[config.mk]
export PLATFORM = sky130hd
export DESIGN_NAME = plet_clear
export DESIGN_NICKNAME = d
export VERILOG_FILES = /design/src/plet_clear.sv
export SDC_FILE = /design/constraint.sdc
export NUM_CORES = 1
export LEC_CHECK = 0
export BUFFER_PORTS_ARGS = -buffer_cell sky130_fd_sc_hd__buf_2
export CAP_MARGIN = 25
export CORE_MARGIN = 2
export CORE_UTILIZATION = 40
export CTS_CLUSTER_DIAMETER = 50
export DETAILED_ROUTE_END_ITERATION = 7
export REMOVE_ABC_BUFFERS = 1
export SYNTH_ARGS = -nofsm -noshare
export SYNTH_HDL_FRONTEND = slang
export SYNTH_SLANG_ARGS = --single-unit
export TNS_END_PERCENT = 5
[constraint.sdc]
create_clock -name clk -period 4 [get_ports clk]
set_clock_uncertainty 0.1 [all_clocks]
set_input_delay 0.8 -clock clk [delete_from_list [all_inputs] [get_ports clk]]
set_output_delay 0.8 -clock clk [all_outputs]
set_load 0.1 [all_outputs]
[src/plet_clear.sv]
`timescale 1ns / 1ps

module plet_clear #(
    parameter int DEPTH = 1024,
    parameter int ADDR_W = (DEPTH > 1) ? $clog2(DEPTH) : 1
) (
    input  logic              clk,
    input  logic              rst_n,
    input  logic              start,
    output logic              active,
    output logic [ADDR_W-1:0] addr
);

    localparam logic [ADDR_W-1:0] LAST = ADDR_W'(DEPTH - 1);

    logic              active_reg, active_next;
    logic [ADDR_W-1:0] cnt_reg, cnt_next;

    // Sweep one entry per cycle; restart on every direction write
    always_comb
    begin
        active_next = active_reg;
        cnt_next    = cnt_reg;
        if (start)
        begin
            active_next = 1'b1;
            cnt_next    = '0;
        end
        else if (active_reg)
        begin
            if (cnt_reg == LAST)
            begin
                active_next = 1'b0;
            end
            else
            begin
                cnt_next = cnt_reg + 1'b1;
            end
        end
    end

    always_ff @(posedge clk or negedge rst_n)
    begin
        if (!rst_n)
        begin
            active_reg <= 1'b1;
            cnt_reg    <= '0;
        end
        else
        begin
            active_reg <= active_next;
            cnt_reg    <= cnt_next;
        end
    end

    assign active = active_reg;
    assign addr   = cnt_reg;

endmodule

* After elaboration in Yosys (flattened, before gate mapping)
Cells that the tools add are included.
** Storage, ports and cells
- Register bits :: 11
- Bits of input ports :: 3
- Output and inout bits :: 11
- Logic and storage cells :: 13
** Cells by class
- Add/sub/neg operators :: 1
- Eq/ne operators :: 2
- Mux-type cells :: 6
- Reduce and logical (&&, ||, !) cells :: 2
** Operators by type and width (number)
- $mux 10 :: 3
- $add 10x1->10 const B :: 1
- $eq 10x10->1 const B :: 1
- $mux 1 :: 3
- $ne 2x2->1 const B :: 1
- $reduce_and 2->1 :: 1
- $reduce_bool 2->1 :: 1

* Depth between registers and ports, before layout
Gate-level depths: netlist of run 1.
- Depth after elaboration :: 4
- Mapped depth :: 5

* Least setup slack after synthesis of run 1
No wires, ideal clock.
- Kind :: reg-to-reg
- Start point :: register cnt_reg[0] (netlist: addr[0])
- End point :: register cnt_reg[6] (netlist: addr[6])
- Data arrival time :: 1968 ps
- Data required time :: 3775 ps
- Setup slack :: 1807 ps
- Stages on the path, launching flop included :: 5
- Cell sequence :: dfrtp_1 -> ha_1 -> nand3_1 -> o2111ai_1 -> mux2_2
** Between the ends
- Word-level cells in the longest chain between the ends :: 4
** Ends and longest elaborated chain
- start: declaration :: line 17 : logic [ADDR_W-1:0] cnt_reg, cnt_next;
- start signal: assignment :: line 52 : cnt_reg <= cnt_next;
- $add 10x1->10 :: line 37 : cnt_next = cnt_reg + 1'b1;
- $mux 10 :: line 31 : if (cnt_reg == LAST)
- $mux 10 :: line 29 : else if (active_reg)
- $mux 10 :: line 24 : if (start)
Parallel ways exist; a longest one is shown, timed or not. The select of a mux whose other input is x is not followed.
A chain may end at the register's enable or synchronous reset.

* Worst setup path after layout of run 1
- Start point :: register active_reg (netlist: active)
- End point :: output port active
** RTL lines
- start: declaration :: line 16 : logic active_reg, active_next;
- start signal: assignment :: line 51 : active_reg <= active_next;
- end: declaration :: line 10 : output logic active,
No word-level cell between the ends.

==> results of run 1 <==
[placed cells by master (no fill, tap or decap), types with 2 or more instances in the layout]
master	count
a21oi_1	3
a41oi_1	2
dfrtp_1	10
a311oi_1	2
a211oi_1	3
clkbuf_4	3
a31oi_1	3
and3_1	3
buf_2	13
nor2b_1	2
nand3_1	6
nor2_1	2
[logic make-up (layout without fill, tap and decap cells)]
family                     Yosys count  count (layout)  share of synthesized area
and+or+nand+nor                     27              27                      0.272
AOI/OAI and AO/OA                   21              21                      0.221
DFF                                 11              11                      0.400
buffers and inverters                6              18                     0.0725
adders and majority gates            1               1                     0.0181
muxes                                1               1                     0.0163
[cell type report]
cell class,instances,area [sq um],area share
multi-input combinational,50,364,0.481
tap,17,21.3,0.0281
sequential,11,277,0.365
timing repair buffer,13,65.1,0.0860
inverter,1,3.75,0.00496
clock buffer,4,26.3,0.0347
[where the power goes]
part	total [uW]	leakage (uW)	internal, uW	switching, uW
combinational	141	0.000193	27.5	113
sequential	135	0.000145	121	13.8
clock	78.5	0.0000150	38.7	39.8
[synth_stat cells, types with 2 or more instances]
| library cell | number |
|---|---|
| dfrtp_1 | 10 |
| nand3_1 | 6 |
| a211oi_1 | 3 |
| a21oi_1 | 3 |
| a31oi_1 | 3 |
| and3_1 | 3 |
| a311oi_1 | 2 |
| a41oi_1 | 2 |
| nor2_1 | 2 |
| nor2b_1 | 2 |
[metrics by stage]
stage	utilization	total power, uW	instance area [sq um]	setup slack (ps)	cells
floorplan	-	247	644	1810	62
global placement	0.437	277	731	2100	92
detailed placement	0.437	278	731	2100	92
CTS	0.453	358	757	1790	96
global route	0.453	376	757	1750	96
finish	0.453	354	757	1790	96
[routing by layer]
metal / track usage / vias to the layer above
met1: 0.230 / 286
met4: 0.0529 / 0
met5: 0 / -
li1: - / 294
met2: 0.239 / 19
met3: 0.0714 / 4
[how the worst max path moves through the flow]
stage | startpoint | end | slack, ps
2_1_floorplan | addr[0] | addr[6] | 1810
3_3_place_gp | active | active | 2100
6_report | active | active | 1790
3_5_place_dp | active | active | 2100
4_1_cts | active | active | 1790
5_1_grt | active | active | 1750
==> flow_summary.toml, run 1 <==
[setup_path]
crit_chain = "buf_2"
worstSetupStartpointType = "register"
timing.critical_path.required_ps = 3100
arrival_time_reported_for_the_critical_path_endpoint_ps = 1310
critical_path.n_buffers_inverters = 1
timing.critical_path.depth = 1
worst-path-max-fanout = 8
timing_worst_setup_path_type = "register to output pin"
r2r_start = "addr[0]"
crit_path_end_kind = "output pin"
worstReg2RegEnd = "addr[6]"
critPathMaxStageDelay_ps = 590
critical_path.slowest_cell = "dfstp_2"
reg2reg_depth = 4
r2r_setup_slack_ps = 2400
worst_path_dominant_cell_family = "flip-flops"

[floorplan]
rows = 15
coreArea_sq_um = 1670
floorplan.initialDensity = 0.413
floorplan.io_pins = 14
fp.dieW_microns = 45.6
die_height_microns = 45.6
overall_die_area_sq_um = 2080

[timing]
timing.final.crit_share = 0.552
maxClockFrequency_mhz = 453
worstMarginPinSlew_ps = 486
finalSetupViolations = 0
whs_ps = 282
rsz0062_at_grt = "false"
final.setup.tns_ps = 0
hold_viol = 0
min_period_ps = 2210
report.final.slew_viol_count = 0
maxSlewHeadroom = 0.678

[placed_design]
placement.io_buffers = 13
detailed_place_hpwl_microns = 1040
place.gp.congestion = 0.788

[pwr]
p_leak_uw = 0.000353
worst_ir_drop_vdd_uv = 330
p_per_area_nw_per_um2 = 468

[synth]
synth_async_reset_ratio = 1.00
synthesis.instances = 67
synth_cell_type_count = 41
postSynthRegisterBits = 11
synth_sequential_area_ratio = 0.400
synth_warnings = 0
post-synth-top-area-fraction = 0.362
synth_top_cell_by_area = "dfrtp_1"
synth_edf_count = 0
syn_avg_cell_area_sq_um = 10.3
mappedNetlistArea_sq_um = 691
postSynth.topFlopCell = "dfrtp_1"
synth_top_cells_by_area = "dfrtp_1, nand3_1, dfstp_2"

[hold_path]
worst_hold_path_class = "primary input to asynchronous set/reset pin"

[layout]
num-fill-cells = 157
drive_above_1_share = 0.291
syn2layout_area_growth_pct = 9.60
largest_register_ff_count = 10
nets = 84
antenna-diode-count = 0

[clock_tree]
numClockSinks = 11
cts_tree = "yes"
cts-resized-gates = 0
tritoncts.num_buffers = 3
worst_skew_pair.late_latency_ps = 270
post_cts.repair.setup_buffers = 0
cts_hold_repair.buffers = 0
h-tree-depth = 1
max_root_sink_buffers = 2
clockRootBuffer = "clkbuf_4"
worst_setup_hold_path_clk_slew_ps = 70

[drt]
drtPass1Iterations = 4
m1WireLength_microns = 727
route.detailed.wl_per_inst_microns = 15.6
routed-wl-met3_microns = 85
route.vias.total = 603
detailedRoute.firstIterationViolations = 19
finalWirelength_microns = 1500
route.antenna.remaining_nets = 0
topRoutingLayerUsed = "met4"
post-route-drc-count = 0
detail_route.vias_per_cell = 6.28
met2WireLength_microns = 663

[flow_run]
drv_cap = 0

[run_status]
run_status = "finished, final reports clean"

[global_route]
gr-total-overflow = 0
grt_pass1_wl_microns = 2440
tot_gr_track_use = 0.169
grt_max_degree = 15
initial_antenna_violation_count = 0
via_count_of_the_first_global_routing_pass = 524
No activity file was read; power rests on OpenSTA's default activity.
==> run 2, diff against run 1 <==
ABC_AREA = 1   (was unset)
clock period = 1.9 ns   (was 4 ns; I/O delays follow)
==> flow_summary.toml, run 2 <==
[run_status]
run_status = "finished, final reports clean"

[placed_design]
dpl-instance-area_sq_um = 718
dp.cells = 110
placement.io_buffers = 13
detailed_place_hpwl_microns = 880
place.gp.congestion = 0.709

[synth]
synth_top_cell_by_area = "dfrtp_1"
syn_avg_cell_area_sq_um = 7.90
synth_warnings = 0
postSynthRegisterBits = 11
synth_sequential_area_ratio = 0.427
synth_async_reset_ratio = 1.00
post-synth-top-area-fraction = 0.386
synthesis.instances = 82
synth_top_cells_by_area = "dfrtp_1, nand2_1, nand3_1"
synth_most_common_cell = "nand2_1"
postSynth.topFlopCell = "dfrtp_1"
mappedNetlistArea_sq_um = 648
synthTopCellsByCount = "nand2_1, dfrtp_1, nand3_1, inv_1, o21ai_0"
synth_edf_count = 0
synth_cell_type_count = 23

[layout]
mostFrequentLayoutCell = "nand2_1"
antenna-diode-count = 0
drive_above_1_share = 0.263
num-fill-cells = 151
nets = 104
final_area_sq_um = 754
syn2layout_area_growth_pct = 16.4
footprint_of_the_multi_input_gates_sq_um = 323
postLayoutCoreUtil = 0.501
layout.cells.most_common_list = "nand2_1, buf_2, dfrtp_1, nand3_1, inv_1"
largest_register_ff_count = 10
area.sequential_sq_um = 277
layoutNonFillerInstCount = 115

[floorplan]
floorplan.initialDensity = 0.430
overall_die_area_sq_um = 1960
fp.dieW_microns = 44.3
coreArea_sq_um = 1510
die_height_microns = 44.3
floorplan.io_pins = 14
rows = 14

[global_route]
grt_util_met1 = 0.191
tot_gr_track_use = 0.141
top_usage_layer = "met1"
grt_pass1_wl_microns = 1930
met2_usage = 0.188
gr-total-overflow = 0
grt_max_degree = 20
grt_util_met3 = 0.0367
initial_antenna_violation_count = 0
via_count_of_the_first_global_routing_pass = 444

[timing]
maxClockFrequency_mhz = 578
maxSlewHeadroom = 0.680
timing.final.crit_share = 0.911
final.setup.tns_ps = 0
report.final.slew_viol_count = 0
rsz0062_at_grt = "false"
finalSetupViolations = 0
hold_viol = 0
worstMarginPinSlew_ps = 483
min_period_ps = 1730

[setup_path]
critPathMaxStageDelay_ps = 560
cp-startpoint = "active"
critical_path.slowest_cell = "dfstp_2"
timing.critical_path.required_ps = 1420
critical_path.n_buffers_inverters = 1
arrival_time_reported_for_the_critical_path_endpoint_ps = 1250
worstReg2RegEnd = "addr[0]"
reg2reg_depth = 7
worst_path_dominant_cell_family = "flip-flops"
crit_path_end_kind = "output pin"
r2r_start = "addr[0]"
r2r_setup_slack_ps = 420
worstSetupStartpointType = "register"
timing_worst_setup_path_type = "register to output pin"
worst-path-max-fanout = 4
crit_chain = "buf_2"

[drt]
finalWirelength_microns = 1220
post-route-drc-count = 0
detail_route.vias_per_cell = 4.98
detailedRoute.firstIterationViolations = 24
route.antenna.remaining_nets = 0
drtPass1Iterations = 4
route.vias.total = 573
route.detailed.wl_per_inst_microns = 10.6

[clock_tree]
max_root_sink_buffers = 2
worst_setup_hold_path_clk_slew_ps = 70
cts_tree = "yes"
h-tree-depth = 1
worst_skew_pair.late_latency_ps = 270
tritoncts.num_buffers = 3
numClockSinks = 11
clockRootBuffer = "clkbuf_4"

[hold_path]
timing.hold.worst_endpoint = "addr[0]"
hp-start = "start"
hold-path-cell-count = 3
worst_hold_path_class = "primary input to register"

[pwr]
worst_ir_drop_vdd_uv = 357
p_per_area_nw_per_um2 = 629
p_leak_uw = 0.000376
report.power.total_uw = 475

[flow_run]
drv_cap = 0
-- run 2: worst max-delay path by stage --
stage,endpoint,depth (start not counted)
after floorplan,addr[6],7
after global placement,active,1
after detailed placement,addr[0],7
after CTS,active,1
after global routing,active,1
final,active,1
-- run 2: metal layers --
layer | wire (microns) | share of wire | up-vias
met5 | 0 | 0 | -
met4 | 32 | 0.026 | 0
met3 | 49 | 0.040 | 5
met2 | 510 | 0.42 | 12
met1 | 626 | 0.51 | 255
li1 | - | - | 301
-- run 2: final cells by class --
| cell class | instances | share of cell area |
|---|---|---|
| Clock buffer | 4 | 0.0348 |
| Inverter | 9 | 0.0448 |
| Multi-Input combinational cell | 61 | 0.428 |
| Sequential cell | 11 | 0.367 |
| Tap cell | 16 | 0.0265 |
| Timing Repair Buffer | 14 | 0.0995 |
-- run 2: what timing repair did --
action / CTS / global route
hold endpoints to repair: 10 / 0
hold buffers: 1 / 0
gates resized for setup: 0 / 0
buffers inserted: 0 / 0
-- run 2: report_power, final --
part / leakage, uW / switching [uW] / internal, uW
clock: 0.0000150 / 79.6 / 81.3
combinational: 0.000213 / 56.0 / 12.5
sequential: 0.000148 / 5.79 / 239
-- run 2: kinds of logic after synthesis --
family | synth area share
fa+ha+maj | 0.0193
flops | 0.427
buf+inv | 0.0753
simple gates | 0.359
compound gates | 0.106
xor+xnor | 0.0135
-- run 2: stage by stage --
stage,setup slack (ps),hold WS [ps]
after floorplan,-256,-15.6
after global placement,459,168
after detailed placement,418,167
after CTS,163,334
after global routing,142,354
final,168,338
==> run 3, diff against run 2 <==
ABC_AREA = 0   (was 1)
==> flow_summary.toml, run 3 (synthesis results as in run 1) <==
[clock_tree]
h-tree-depth = 1
numClockSinks = 11
max_root_sink_buffers = 2
worst_setup_hold_path_clk_slew_ps = 70
tritoncts.num_buffers = 3
cts-resized-gates = 0
worst_skew_pair.late_latency_ps = 270
clockRootBuffer = "clkbuf_4"
cts_tree = "yes"

[pwr]
p_leak_uw = 0.000357
report.power.total_uw = 735
worst_ir_drop_vdd_uv = 725
p_per_area_nw_per_um2 = 958

[floorplan]
coreArea_sq_um = 1670
die_height_microns = 45.6
fp.dieW_microns = 45.6
rows = 15
overall_die_area_sq_um = 2080
floorplan.initialDensity = 0.413
floorplan.io_pins = 14

[setup_path]
timing_worst_setup_path_type = "register to output pin"
worst-path-max-fanout = 8
worst_path_dominant_cell_family = "flip-flops"
crit_chain = "buf_2"
timing.critical_path.required_ps = 1420
crit_path_end_kind = "output pin"
critPathMaxStageDelay_ps = 580
critical_path.slowest_cell = "dfstp_2"
critical_path.n_buffers_inverters = 1
worstSetupStartpointType = "register"
arrival_time_reported_for_the_critical_path_endpoint_ps = 1290

[layout]
syn2layout_area_growth_pct = 11.1
mostFrequentLayoutCell = "buf_2"
layout.cells.most_common_list = "buf_2, dfrtp_1, nand3_1"
final_area_sq_um = 767
largest_register_ff_count = 10
antenna-diode-count = 0
nets = 85
postLayoutCoreUtil = 0.459
drive_above_1_share = 0.288

[global_route]
via_count_of_the_first_global_routing_pass = 550
grt_max_degree = 15
tot_gr_track_use = 0.172
grt_pass1_wl_microns = 2530
initial_antenna_violation_count = 0
gr-total-overflow = 0

[timing]
final.setup.tns_ps = 0
min_period_ps = 1770
final_critical_path_setup_slack_ps = 134
maxClockFrequency_mhz = 566
maxSlewHeadroom = 0.678
report.final.slew_viol_count = 0
worstMarginPinSlew_ps = 487
timing.final.crit_share = 0.930
rsz0062_at_grt = "false"
finalSetupViolations = 0
hold_viol = 0

[drt]
post-route-drc-count = 0
route.vias.total = 610
drtPass1Iterations = 4
route.antenna.remaining_nets = 0
route.detailed.wl_per_inst_microns = 15.5
detail_route.vias_per_cell = 6.29
detailedRoute.firstIterationViolations = 19
finalWirelength_microns = 1500

[placed_design]
placement.setup.worst_slack_ps = 301
detailed_place_hpwl_microns = 1040
placement.io_buffers = 13
place.gp.congestion = 0.798
dpl-instance-area_sq_um = 731

[hold_path]
worst_hold_path_class = "primary input to register"

[run_status]
run_status = "finished, final reports clean"

[flow_run]
drv_cap = 0
-- run 3: metal layers --
metal  vias to the layer above  routed length, microns  GRT usage
li1                        294                       -          -
met1                       294                     721      0.244
met2                        20                     674      0.251
met3                         2                      93     0.0595
met4                         0                      13     0.0353
met5                         -                       0          0
-- run 3: repair_timing --
action,CTS,global route
hold buffers,1,0
setup buffers,0,0
endpoints found under the hold margin,10,0
-- run 3: final timing paths --
kind	cells after the start	slack [ps]	from	endpoint
setup / recovery	1	130	active	active
hold / removal	2	350	start	addr[4]
setup reg to reg	4	280	addr[0]	addr[6]
hold reg to reg	1	460	active	active
max in group asynchronous	2	1010	rst_n	active
min in group asynchronous	2	410	rst_n	addr[9]
-- run 3: where the power goes --
| part | switching (uW) | internal, uW |
|---|---|---|
| clock network | 78.1 | 81.3 |
| registers | 29.0 | 256 |
| logic | 233 | 57.7 |
| total | 340 | 395 |
-- run 3: layout make-up --
class                      instances  area [sq um]
fill                             162           903
multi-input combinational         50           364
sequential                        11           277
timing repair buffer              14          75.1
clock buffer                       4          26.3
tap                               17          21.3
inverter                           1          3.75
-- run 3: through the flow --
step                instances  hold WS, ps
floorplan                  62        -15.6
global placement           92          167
detailed placement         92          174
CTS                        97          345
global route               97          373
finish                     97          346
